[src/rtl/gsti_pkg.sv]
// Shared types and constants for the grid store with trilinear interpolation.
// Used by gsti_ctrl, gsti_datapath and grid_store_trilinear_interp_unit.
`timescale 1ns / 1ps

package gsti_pkg;

    localparam int DATA_W    = 32;
    localparam int CELL_W    = 4;
    localparam int CMD_W     = 3;
    localparam int CFG_IDX_W = 3;

    localparam logic [CMD_W-1:0] CMD_WR_IDX = 3'd0;
    localparam logic [CMD_W-1:0] CMD_RD_IDX = 3'd1;
    localparam logic [CMD_W-1:0] CMD_WR_CRD = 3'd2;
    localparam logic [CMD_W-1:0] CMD_RD_CRD = 3'd3;
    localparam logic [CMD_W-1:0] CMD_FILL   = 3'd4;
    localparam logic [CMD_W-1:0] CMD_INTERP = 3'd5;

    localparam logic STATUS_OK  = 1'b0;
    localparam logic STATUS_OOB = 1'b1;

    localparam logic [CFG_IDX_W-1:0] CFG_ORIGIN_X = 3'd0;
    localparam logic [CFG_IDX_W-1:0] CFG_ORIGIN_Y = 3'd1;
    localparam logic [CFG_IDX_W-1:0] CFG_ORIGIN_Z = 3'd2;
    localparam logic [CFG_IDX_W-1:0] CFG_INV_W_X  = 3'd3;
    localparam logic [CFG_IDX_W-1:0] CFG_INV_W_Y  = 3'd4;
    localparam logic [CFG_IDX_W-1:0] CFG_INV_W_Z  = 3'd5;

    // Index of the last of the seven lerps.
    localparam logic [2:0] LERP_LAST = 3'd6;

    typedef enum logic [1:0] {
        RES_ZERO,
        RES_MEM,
        RES_LERP
    } res_sel_t;

    typedef enum logic [1:0] {
        AXIS_X,
        AXIS_Y,
        AXIS_Z
    } axis_t;

    typedef struct packed {
        logic       latch;
        logic       mul_scale;
        axis_t      mul_axis;
        logic       cap_scale;
        axis_t      cap_axis;
        logic       mem_wr;
        logic       mem_rd;
        logic       fill_step;
        logic       corner_rd;
        logic [2:0] corner;
        logic       corner_cap;
        logic [2:0] cap_slot;
        logic       lerp_mul;
        logic       lerp_add;
        logic [2:0] lerp_step;
        logic       out_load;
        res_sel_t   res_sel;
        logic       out_status;
    } ctl_t;

    typedef struct packed {
        logic [CMD_W-1:0] cmd;
        logic             idx_oob;
        logic             coord_oob;
        logic             fill_last;
        logic             out_busy;
    } sts_t;

endpackage

[src/rtl/gsti_ctrl.sv]
// Controller state machine for the grid store: sequences scaling, memory
// accesses, corner loads, lerps and fills. Depends on gsti_pkg.
`timescale 1ns / 1ps

module gsti_ctrl (
    input  logic          clk,
    input  logic          rst_n,
    input  logic          in_valid,
    output logic          in_ready,
    input  gsti_pkg::sts_t sts,
    output gsti_pkg::ctl_t ctl
);

    typedef enum logic [3:0] {
        S_IDLE,
        S_DEC,
        S_IDX,
        S_MX,
        S_MY,
        S_MZ,
        S_CHK,
        S_ACC,
        S_CRD,
        S_LMUL,
        S_LADD,
        S_FILL,
        S_DONE
    } state_t;

    state_t              state_reg, state_next;
    logic [3:0]          k_reg, k_next;
    logic [2:0]          step_reg, step_next;
    gsti_pkg::res_sel_t  res_sel_reg, res_sel_next;
    logic                stat_reg, stat_next;

    assign in_ready = (state_reg == S_IDLE);

    always_comb
    begin
        state_next   = state_reg;
        k_next       = k_reg;
        step_next    = step_reg;
        res_sel_next = res_sel_reg;
        stat_next    = stat_reg;
        ctl            = '0;
        ctl.mul_axis   = gsti_pkg::AXIS_X;
        ctl.cap_axis   = gsti_pkg::AXIS_X;
        ctl.res_sel    = res_sel_reg;
        ctl.out_status = stat_reg;
        ctl.corner     = k_reg[2:0];
        ctl.cap_slot   = 3'(k_reg - 4'd1);
        ctl.lerp_step  = step_reg;

        case (state_reg)
            S_IDLE:
            begin
                ctl.latch = in_valid;
                if (in_valid)
                begin
                    state_next = S_DEC;
                end
            end
            S_DEC:
            begin
                case (sts.cmd) inside
                    gsti_pkg::CMD_WR_IDX, gsti_pkg::CMD_RD_IDX:
                    begin
                        state_next = S_IDX;
                    end
                    gsti_pkg::CMD_WR_CRD, gsti_pkg::CMD_RD_CRD, gsti_pkg::CMD_INTERP:
                    begin
                        state_next = S_MX;
                    end
                    gsti_pkg::CMD_FILL:
                    begin
                        state_next = S_FILL;
                    end
                    default:
                    begin
                        res_sel_next = gsti_pkg::RES_ZERO;
                        stat_next    = gsti_pkg::STATUS_OOB;
                        state_next   = S_DONE;
                    end
                endcase
            end
            S_IDX:
            begin
                state_next = S_DONE;
                if (sts.idx_oob)
                begin
                    res_sel_next = gsti_pkg::RES_ZERO;
                    stat_next    = gsti_pkg::STATUS_OOB;
                end
                else if (sts.cmd == gsti_pkg::CMD_WR_IDX)
                begin
                    ctl.mem_wr   = 1'b1;
                    res_sel_next = gsti_pkg::RES_ZERO;
                    stat_next    = gsti_pkg::STATUS_OK;
                end
                else
                begin
                    ctl.mem_rd   = 1'b1;
                    res_sel_next = gsti_pkg::RES_MEM;
                    stat_next    = gsti_pkg::STATUS_OK;
                end
            end
            S_MX:
            begin
                ctl.mul_scale = 1'b1;
                ctl.mul_axis  = gsti_pkg::AXIS_X;
                state_next    = S_MY;
            end
            S_MY:
            begin
                ctl.cap_scale = 1'b1;
                ctl.cap_axis  = gsti_pkg::AXIS_X;
                ctl.mul_scale = 1'b1;
                ctl.mul_axis  = gsti_pkg::AXIS_Y;
                state_next    = S_MZ;
            end
            S_MZ:
            begin
                ctl.cap_scale = 1'b1;
                ctl.cap_axis  = gsti_pkg::AXIS_Y;
                ctl.mul_scale = 1'b1;
                ctl.mul_axis  = gsti_pkg::AXIS_Z;
                state_next    = S_CHK;
            end
            S_CHK:
            begin
                ctl.cap_scale = 1'b1;
                ctl.cap_axis  = gsti_pkg::AXIS_Z;
                state_next    = S_ACC;
            end
            S_ACC:
            begin
                stat_next    = gsti_pkg::STATUS_OK;
                res_sel_next = gsti_pkg::RES_ZERO;
                state_next   = S_DONE;
                if (sts.coord_oob)
                begin
                    stat_next = gsti_pkg::STATUS_OOB;
                end
                else if (sts.cmd == gsti_pkg::CMD_WR_CRD)
                begin
                    ctl.mem_wr = 1'b1;
                end
                else if (sts.cmd == gsti_pkg::CMD_RD_CRD)
                begin
                    ctl.mem_rd   = 1'b1;
                    res_sel_next = gsti_pkg::RES_MEM;
                end
                else
                begin
                    k_next     = '0;
                    state_next = S_CRD;
                end
            end
            S_CRD:
            begin
                // Read data is registered, so slot k-1 is loaded
                // while corner k is addressed.
                ctl.corner_rd  = !k_reg[3];
                ctl.corner_cap = (k_reg != '0);
                if (k_reg[3])
                begin
                    step_next  = '0;
                    state_next = S_LMUL;
                end
                else
                begin
                    k_next = k_reg + 4'd1;
                end
            end
            S_LMUL:
            begin
                ctl.lerp_mul = 1'b1;
                state_next   = S_LADD;
            end
            S_LADD:
            begin
                ctl.lerp_add = 1'b1;
                if (step_reg == gsti_pkg::LERP_LAST)
                begin
                    res_sel_next = gsti_pkg::RES_LERP;
                    stat_next    = gsti_pkg::STATUS_OK;
                    state_next   = S_DONE;
                end
                else
                begin
                    step_next  = step_reg + 3'd1;
                    state_next = S_LMUL;
                end
            end
            S_FILL:
            begin
                ctl.fill_step = 1'b1;
                if (sts.fill_last)
                begin
                    res_sel_next = gsti_pkg::RES_ZERO;
                    stat_next    = gsti_pkg::STATUS_OK;
                    state_next   = S_DONE;
                end
            end
            S_DONE:
            begin
                if (!sts.out_busy)
                begin
                    ctl.out_load = 1'b1;
                    state_next   = S_IDLE;
                end
            end
            default:
            begin
                state_next = S_IDLE;
            end
        endcase
    end

    always_ff @(posedge clk or negedge rst_n)
    begin
        if (!rst_n)
        begin
            state_reg   <= S_IDLE;
            k_reg       <= '0;
            step_reg    <= '0;
            res_sel_reg <= gsti_pkg::RES_ZERO;
            stat_reg    <= gsti_pkg::STATUS_OK;
        end
        else
        begin
            state_reg   <= state_next;
            k_reg       <= k_next;
            step_reg    <= step_next;
            res_sel_reg <= res_sel_next;
            stat_reg    <= stat_next;
        end
    end

endmodule

[config.mk]
export PLATFORM = sky130hd
export DESIGN_NAME = gsti_ctrl
export DESIGN_NICKNAME = d
export VERILOG_FILES = /design/src/rtl/gsti_pkg.sv /design/src/rtl/gsti_ctrl.sv
export SDC_FILE = /design/constraint.sdc
export NUM_CORES = 1
export LEC_CHECK = 0
export ABC_AREA = 1
export CORE_ASPECT_RATIO = 1.75
export CORE_MARGIN = 3
export CORE_UTILIZATION = 38
export CTS_CLUSTER_DIAMETER = 50
export DETAILED_ROUTE_END_ITERATION = 8
export DONT_BUFFER_PORTS = 1
export GPL_TIMING_DRIVEN = 0
export PLACE_DENSITY_LB_ADDON = 0.1
export SLEW_MARGIN = 0
export SYNTH_ARGS = -nofsm -noshare
export SYNTH_HDL_FRONTEND = slang
export SYNTH_SLANG_ARGS = --single-unit
[constraint.sdc]
create_clock -name clk -period 1.8 [get_ports clk]
set_input_delay 0.18 -clock clk [delete_from_list [all_inputs] [get_ports clk]]
set_output_delay 0.18 -clock clk [all_outputs]
set_load 0.005 [all_outputs]
==> reports/metrics.cfg, run 1 <==
[worst_hold_path]
hold_depth=2
hp-class=input pin to flip-flop

[logic_synthesis]
syn_nets=191
synth-async-reset-ratio=1.00
synth_cells=173
synth-edff-count=0
synth.avg_cell_area_sq_um=6.73
synth_cell_type_count=27
seq_area_frac_synth=0.301
ys_warn_count=0
synth_ff_type=dfrtp_1
syn_area_sq_um=1160
synth_seq_cells=14

[timing]
finalClockSkew_ps=5.17
worst_pin_slew_ps=662
slew_headroom=0.557
timing.final.max_slew_violations=0
min_period_ps=1670
postLayoutSetupSlackWorst_ps=132
setup_viol=0
final.setup.tns_ps=0
finalCritPeriodShare=0.927
clock.fmax_mhz=599
rsz0062_at_grt=no
hold_violations=0

[routing]
avgRoutedWirePerCell_um=13.7
firstDrtPassIters=4
totalWireLength_mm=2.83
wl_met3_um=170
dr_wl_met2_mm=1.52
drt_iter0_drc=16
via_per_inst=5.41
m1WireLength_mm=1.06
highest_layer=met4
num_vias=1115
drcViolationCount=0
final_antenna_net_count=0

[finish]
diodes=0
syn2layout_area_growth_pct=8.82
layout.nets=197
drive_gt1_frac=0.146
layoutNonFillerInstCount=206
postLayoutCoreUtil=0.432

[placement]
portBuffers=0
pre_cts_slack_ps=223
placed_cells_incl_taps=201
hpwlAfterDp_mm=2.37
place.gp.congestion=0.859

[power]
p_leak_nw=0.706
powerDensity_nw_per_um2=1570
ir_worst_vdd_uv=601
totalPowerFinal_mw=1.99

[die]
dieArea_sq_um=3790
placementRows=26
chipHeight_um=79.2
coreArea_sq_um=2930
initial_core_util=0.397
ioPinCount=38
dieWidth_um=47.8

[setup_path]
worst-path-buf-inv=1
critPathSlowestCell=dfrtp_1
crit_path_cell_trace=nor2_2 -> nand2_1 -> nor2_1 -> a32oi_1 -> inv_1
path_depth=5
arrival_ps=1490
path_delay_family=simple AND/OR/NAND/NOR gates
critPathMaxStageDelay_ps=470
startpoint_type=flip-flop
ff2ff_path_depth=9
path_class=flip-flop to output pin
cp_max_fo=7
critPathRequiredTime_ps=1620
endpoint_kind=output pin

[clocking]
clk_latency_ps=240
htree_levels=1
cts_sinks=14
cts_buffers=3
clock_path_buffers=2
cts_setup_buffers=0
root_buffer=clkbuf_8
cts_tree=yes
clk_pin_slew_worst_paths_ps=60

[global_routing]
grt_start_max_net_pins=15
grt_pass1_wl_mm=4.81
antenna_found_initial=0
grt_pass1_vias=1142
grtUsageTotal=0.170
gr-total-overflow=0

[run_status]
status=finished clean

[run]
drv_cap=0

final timing paths:
path	end	slack, ps	startpoint
worst min register to register	stat_reg$_DFFE_PN0P_	500	stat_reg$_DFFE_PN0P_
max in group asynchronous	k_reg[2]$_DFFE_PN0P_	970	rst_n
worst min-delay path	state_reg[2]$_DFFE_PN0P_	100	sts[0]
worst max register to register	stat_reg$_DFFE_PN0P_	240	state_reg[3]$_DFFE_PN0P_
worst max-delay path	ctl[18]	130	state_reg[3]$_DFFE_PN0P_
min in group asynchronous	step_reg[0]$_DFFE_PN0P_	410	rst_n
power by group:
| group | switching [mW] | internal (mW) | leakage [nW] |
|---|---|---|---|
| registers | 0.173 | 0.440 | 0.181 |
| logic | 0.684 | 0.388 | 0.496 |
| clock network | 0.112 | 0.194 | 0.0288 |
cells in the final DEF (no fill, tap or decap):
master,Yosys,final
a21oi_1,1,1
a21oi_2,1,1
a31oi_1,1,1
a32oi_1,1,1
buf_4,6,6
clkbuf_8,0,4
dfrtp_1,14,14
dlygate4sd3_1,0,1
ha_1,8,8
inv_1,26,26
inv_2,3,3
nand2_1,41,41
nand2_2,4,4
nand2b_1,1,1
nand3_1,15,15
nand3_2,1,1
nand3b_1,1,1
nand4_1,3,3
nor2_1,21,20
nor2_2,4,5
nor2_4,1,1
nor3_1,4,4
o211ai_1,2,2
o21ai_0,6,6
o21ai_1,2,2
o22ai_1,2,2
o31ai_1,1,1
or2_2,1,1
xor2_1,2,2
per-layer routing:
layer	global-route usage	up-vias
met4	0.0728	0
met5	0	-
li1	-	554
met1	0.173	513
met2	0.306	42
met3	0.0340	6
synth_stat cells, types with 2 or more instances:
library cell  count  area (sq um)
nand2_2           4          25.0
inv_2             3          11.3
ha_1              8           100
nor2_1           21          78.8
o211ai_1          2          15.0
o22ai_1           2          12.5
inv_1            26          97.6
nand4_1           3          18.8
buf_4             6          45.0
nor2_2            4          25.0
nand3_1          15          75.1
nor3_1            4          20.0
dfrtp_1          14           350
nand2_1          41           154
o21ai_1           2          10.0
o21ai_0           6          30.0
xor2_1            2          17.5
cells by family (layout without fill, tap and decap cells):
group | after synthesis | count (layout) | share of synthesized area
xor gates and xnor gates | 2 | 2 | 0.0151
and+or+nand+nor | 97 | 97 | 0.376
adders and majority gates | 8 | 8 | 0.0860
DFF | 14 | 14 | 0.301
buffers and inverters | 35 | 40 | 0.132
AOI/OAI and AO/OA | 17 | 17 | 0.0892
what timing repair did:
| item | CTS | global route |
|---|---|---|
| resized for setup | 0 | 1 |
| hold buffers | 1 | 0 |
| setup endpoints to repair | 0 | 2 |
| hold endpoints to repair | 14 | 0 |
area by class of cell:
| cell class | count | area (sq um) |
|---|---|---|
| timing repair buffer | 1 | 10.0 |
| tap | 28 | 35.0 |
| inverter | 29 | 109 |
| fill | 319 | 1660 |
| buffer | 6 | 45.0 |
| multi-input combinational | 124 | 662 |
| clock buffer | 4 | 55.1 |
| sequential | 14 | 350 |
per-stage QoR:
step | instance area (sq um) | hold WS [ps]
3_5_place_dp | 1200 | -115
5_1_grt | 1270 | 120
2_1_floorplan | 1160 | -116
3_3_place_gp | 1200 | -115
6_report | 1270 | 98.1
4_1_cts | 1260 | 93.5
(Power assumes the default switching activity.)
==> run 2, diff against run 1 <==
==> constraint.sdc (replaced) <==
create_clock -name clk -period 1.8 [get_ports clk]
set_input_delay 0.18 -clock clk [delete_from_list [all_inputs] [get_ports clk]]
set_output_delay 0.18 -clock clk [all_outputs]
set_load 0.01 [all_outputs]
==> reports/metrics.cfg, run 2 (synthesis gave the netlist of run 1 again) <==
[run_status]
status=finished clean

[power]
powerDensity_nw_per_um2=1630  ; +3.9%
p_comb_frac=0.550  ; +0.011
ir_worst_vdd_uv=629  ; +4.6%
totalPowerFinal_mw=2.09  ; +4.9%
intPower_mw=1.03  ; +1.1%
switching_share=0.505  ; +0.0184
p_leak_nw=0.707  ; about the same
p_sw_mw=1.05  ; +8.9%
p_clk_frac=0.145  ; -0.008
seq_power_share=0.304  ; -0.004

[finish]
drive_gt1_frac=0.163  ; +0.0169
diodes=0  ; unchanged
n_fill_cell=317  ; -0.63%
postLayoutCoreUtil=0.437  ; +0.00427
layout_common_cells=41 x nand2_1, 26 x inv_1, 20 x nor2_1
multi_input_area_sq_um=672  ; +1.5%
final_common_cell=nand2_1
layout.nets=197  ; unchanged
syn2layout_area_growth_pct=9.89
ff_latch_area_sq_um=353  ; +0.71%

[routing]
totalWireLength_mm=2.80  ; -0.99%
avgRoutedWirePerCell_um=13.6  ; -0.99%
via_per_inst=5.38  ; -0.63%
drt_iter0_drc=17  ; +1
drcViolationCount=0  ; unchanged
num_vias=1108  ; -0.63%
final_antenna_net_count=0  ; unchanged
firstDrtPassIters=4  ; unchanged

[clocking]
cts_buffers=3  ; unchanged
cts_setup_buffers=0  ; unchanged
clk_pin_slew_worst_paths_ps=60  ; about the same
cts_tree=yes
cts_sinks=14  ; unchanged
htree_levels=1  ; unchanged
root_buffer=clkbuf_8
clock_path_buffers=2  ; unchanged
clk_latency_ps=240  ; about the same

[timing]
postLayoutSetupSlackWorst_ps=147  ; +15.4 ps
timing.final.max_slew_violations=0  ; unchanged
rsz0062_at_grt=no
clock.fmax_mhz=605  ; +0.93%
slew_headroom=0.569  ; +0.0112
final.setup.tns_ps=0  ; unchanged
finalClockSkew_ps=4.45  ; -0.716 ps
setup_viol=0  ; unchanged
min_period_ps=1650  ; -15.4 ps
finalCritPeriodShare=0.918  ; -0.00857
worst_pin_slew_ps=645  ; -16.7 ps
hold_violations=0  ; unchanged

[die]
placementRows=26  ; unchanged
coreArea_sq_um=2930  ; unchanged
dieArea_sq_um=3790  ; unchanged
chipHeight_um=79.2  ; unchanged
dieWidth_um=47.8  ; unchanged
ioPinCount=38  ; unchanged
initial_core_util=0.397  ; unchanged

[placement]
hpwlAfterDp_mm=2.37  ; unchanged
place.gp.congestion=0.859  ; unchanged
pre_cts_slack_ps=223  ; +0.0110 ps
portBuffers=0  ; unchanged

[setup_path]
ff2ff_path_depth=8  ; -1
critPathRequiredTime_ps=1620  ; about the same
arrival_ps=1470  ; -20 ps
path_class=flip-flop to output pin
r2r_slack_ps=240  ; about the same
r2r-start=state_reg[2]$_DFFE_PN0P_
endpoint_kind=output pin
r2r-end=state_reg[2]$_DFFE_PN0P_
startpoint_type=flip-flop
cp_max_fo=7  ; unchanged

[worst_hold_path]
hold_depth=2  ; unchanged
hold_start=sts[0]
hold_end=state_reg[2]$_DFFE_PN0P_
hp-class=input pin to flip-flop

[global_routing]
grt_pass1_vias=1142  ; unchanged
antenna_found_initial=0  ; unchanged
grt_pass1_wl_mm=4.81  ; unchanged
grt_start_max_net_pins=15  ; unchanged
gr-total-overflow=0  ; unchanged
grtUsageTotal=0.170  ; unchanged

[run]
drv_cap=0  ; unchanged

-- run 2: cell types whose count changed in the layout (fill, tap and decap cells not counted) --
cell	previous run	this run
dfrtp_1	14	12
dfrtp_2	0	2
nor2_2	5	4
nor2_4	1	2
o31ai_1	1	0
o31ai_2	0	1
-- run 2: final cells by class --
cell class / instances / area share
multi-input combinational: 124 / 0.525
sequential: 14 / 0.276
inverter: 29 / 0.0851
clock buffer: 4 / 0.0431
buffer: 6 / 0.0352
tap: 28 / 0.0274
timing repair buffer: 1 / 0.00783
-- run 2: worst max path at each step --
stage | start | end
detailed placement | state_reg[3]$_DFFE_PN0P_ | k_reg[1]$_DFFE_PN0P_
finish | state_reg[1]$_DFFE_PN0P_ | ctl[18]
global route | state_reg[1]$_DFFE_PN0P_ | ctl[18]
CTS | state_reg[1]$_DFFE_PN0P_ | ctl[19]
floorplan | state_reg[2]$_DFFE_PN0P_ | state_reg[2]$_DFFE_PN0P_
global placement | state_reg[3]$_DFFE_PN0P_ | k_reg[0]$_DFFE_PN0P_
-- run 2: per-layer routing --
metal  vias to the layer above  GRT usage  wire, um
li1                        553          -         -
met1                       513      0.173      1060
met2                        36      0.306      1500
met3                         6     0.0340       158
met4                         0     0.0728        80
met5                         -          0         0
-- run 2: power groups by stage --
stage	logic, mW	clock network, mW	registers [mW]
2_1_floorplan	0.959	0	0.585
3_3_place_gp	1.14	0	0.624
3_5_place_dp	1.15	0	0.628
4_1_cts	1.16	0.315	0.626
5_1_grt	1.33	0.334	0.660
6_report	1.15	0.304	0.635
-- run 2: critical path, stage by stage, from the launching register on --
cell	delay, ps
dfrtp_2	460
inv_1	140
nor2_4	70
nand2_1	170
nor2_1	60
a32oi_1	210
inv_1	120
-- run 2: metrics by stage --
stage | hold WS, ps | cell area (sq um) | std cells
6_report | 101 | 1280 | 206
5_1_grt | 120 | 1280 | 206
4_1_cts | 93.5 | 1260 | 206
3_5_place_dp | -115 | 1200 | 201
3_3_place_gp | -115 | 1200 | 201
2_1_floorplan | -116 | 1160 | 173
-- run 2: repair_timing --
item,CTS,global route
hold buffers,1,0
setup endpoints to repair,0,2
resized for setup,0,5
hold endpoints to repair,14,0
==> run 3, diff against run 2 <==
--- a/config.mk
+++ b/config.mk
@@ -8,7 +8,7 @@
 export ABC_AREA = 1
 export CORE_ASPECT_RATIO = 1.75
 export CORE_MARGIN = 3
-export CORE_UTILIZATION = 38
+export CORE_UTILIZATION = 45
 export CTS_CLUSTER_DIAMETER = 50
 export DETAILED_ROUTE_END_ITERATION = 8
 export DONT_BUFFER_PORTS = 1
==> reports/metrics.cfg, run 3 (synthesis gave the netlist of run 1 again) <==
[setup_path]
critPathSlowestCell=dfrtp_1
r2r-start=state_reg[3]$_DFFE_PN0P_
ff2ff_path_depth=9  ; +1
crit_path_cell_trace=inv_1 -> nor2_4 -> nand2_1 -> nor2_1 -> a32oi_1 -> inv_1
cp_max_fo=7  ; unchanged
cpMostUsedCell=inv_1
endpoint_kind=output pin
r2r-end=res_sel_reg[0]$_DFFE_PN0P_
critPathRequiredTime_ps=1620  ; about the same
path_class=flip-flop to output pin
critPathMaxStageDelay_ps=480  ; +20 ps
r2r_slack_ps=270  ; +30 ps
arrival_ps=1510  ; +40 ps
startpoint_type=flip-flop

[routing]
totalWireLength_mm=2.65  ; -5.5%
via_per_inst=5.34  ; -0.69%
final_antenna_net_count=0  ; unchanged
drt_iter0_drc=33  ; +16
num_vias=1079  ; -2.6%
firstDrtPassIters=4  ; unchanged
avgRoutedWirePerCell_um=13.1  ; -3.7%
drcViolationCount=0  ; unchanged

[worst_hold_path]
hold_end=state_reg[2]$_DFFE_PN0P_
hold_start=sts[0]
hold_depth=2  ; unchanged
hp-class=input pin to flip-flop

[placement]
portBuffers=0  ; unchanged
hpwlAfterDp_mm=2.19  ; -7.6%
place.gp.congestion=0.859  ; about the same

[timing]
final.setup.tns_ps=0  ; unchanged
setup_viol=0  ; unchanged
worst_pin_slew_ps=653  ; +7.56 ps
finalClockSkew_ps=2.92  ; -1.53 ps
slew_headroom=0.564  ; -0.00506
clock.fmax_mhz=591  ; -2.3%
timing.final.max_slew_violations=0  ; unchanged
min_period_ps=1690  ; +38.5 ps
hold_violations=0  ; unchanged
finalCritPeriodShare=0.940  ; +0.0214
rsz0062_at_grt=no

[finish]
multi_input_area_sq_um=664  ; -1.1%
syn2layout_area_growth_pct=7.53
final_common_cell=nand2_1
postLayoutCoreUtil=0.524  ; +0.0871
n_fill_cell=262  ; -17%
drive_gt1_frac=0.141  ; -0.0217
layout.nets=197  ; unchanged
diodes=0  ; unchanged
ff_latch_area_sq_um=350  ; -0.71%
layout_common_cells=41 x nand2_1, 26 x inv_1, 21 x nor2_1

[power]
p_leak_nw=0.701  ; -0.81%
ir_worst_vdd_uv=875  ; +39%
powerDensity_nw_per_um2=1610  ; -1.7%

[die]
initial_core_util=0.487  ; +0.0897
chipHeight_um=73.3  ; -7.5%
coreArea_sq_um=2390  ; -18%
placementRows=23  ; -12%
dieWidth_um=44.4  ; -7.1%
ioPinCount=38  ; unchanged
dieArea_sq_um=3260  ; -14%

[global_routing]
grt_pass1_wl_mm=4.55  ; -5.4%
grtUsageTotal=0.185  ; +0.0148
grt_pass1_vias=1126  ; -1.4%
grt_start_max_net_pins=15  ; unchanged
gr-total-overflow=0  ; unchanged
antenna_found_initial=0  ; unchanged

[run]
drv_cap=0  ; unchanged

[clocking]
root_buffer=clkbuf_8
cts_tree=yes
htree_levels=1  ; unchanged
cts_sinks=14  ; unchanged
clock_path_buffers=2  ; unchanged
cts_buffers=3  ; unchanged
clk_pin_slew_worst_paths_ps=60  ; about the same
clk_latency_ps=240  ; about the same

[run_status]
status=finished clean

run 3: what timing repair did:
action,CTS,global route
resized for setup,0,1
endpoints found under the setup margin,0,1
setup buffers,0,0
hold endpoints to repair,14,0
hold buffers,1,0
run 3: routing by layer:
| metal | vias to the layer above | track usage | wire length (um) |
|---|---|---|---|
| met1 | 481 | 0.180 | 1030 |
| met2 | 38 | 0.344 | 1360 |
| li1 | 553 | - | - |
| met3 | 7 | 0.0294 | 181 |
| met5 | - | 0 | 0 |
| met4 | 0 | 0.111 | 78 |
run 3: cell type report:
| type | count | area share |
|---|---|---|
| inverters | 29 | 0.0870 |
| plain buffers | 6 | 0.0360 |
| clock buffers | 3 | 0.0330 |
| flip-flops and latches | 14 | 0.280 |
| well taps | 25 | 0.0250 |
| repair buffers | 1 | 0.00800 |
| multi-input cells | 124 | 0.531 |
run 3: how the worst max path moves through the flow:
stage,from,endpoint,slack (ps),cells after the start
2_1_floorplan,state_reg[2]$_DFFE_PN0P_,state_reg[2]$_DFFE_PN0P_,470,8
3_3_place_gp,state_reg[2]$_DFFE_PN0P_,state_reg[2]$_DFFE_PN0P_,310,8
3_5_place_dp,state_reg[1]$_DFFE_PN0P_,ctl[19],300,4
4_1_cts,state_reg[1]$_DFFE_PN0P_,ctl[19],40,4
5_1_grt,state_reg[1]$_DFFE_PN0P_,ctl[18],20,6
6_report,state_reg[1]$_DFFE_PN0P_,ctl[18],110,6
run 3: worst max-delay path: cells and delay by family (launching register included):
kind / cells / cell delay [ps]
DFF: 1 / 480
and+or+nand+nor: 3 / 460
buffers and inverters: 2 / 260
AOI/OAI and AO/OA: 1 / 80
run 3: power breakdown:
group	switching [mW]	leakage, nW	internal, mW
Combinational	0.754	0.498	0.391
Clock	0.100	0.0216	0.148
Sequential	0.175	0.181	0.440
Total	1.03	0.701	0.979
run 3: per-stage QoR:
| stage | area, sq um | hold slack [ps] | setup WS [ps] | total power, mW | instances |
|---|---|---|---|---|---|
| 2_1_floorplan | 1160 | -116 | 473 | 1.54 | 173 |
| 3_3_place_gp | 1190 | -115 | 306 | 1.74 | 198 |
| 3_5_place_dp | 1190 | -115 | 304 | 1.77 | 198 |
| 4_1_cts | 1250 | 110 | 35.3 | 2.03 | 202 |
| 5_1_grt | 1250 | 138 | 18.1 | 2.21 | 202 |
| 6_report | 1250 | 108 | 109 | 2.01 | 202 |
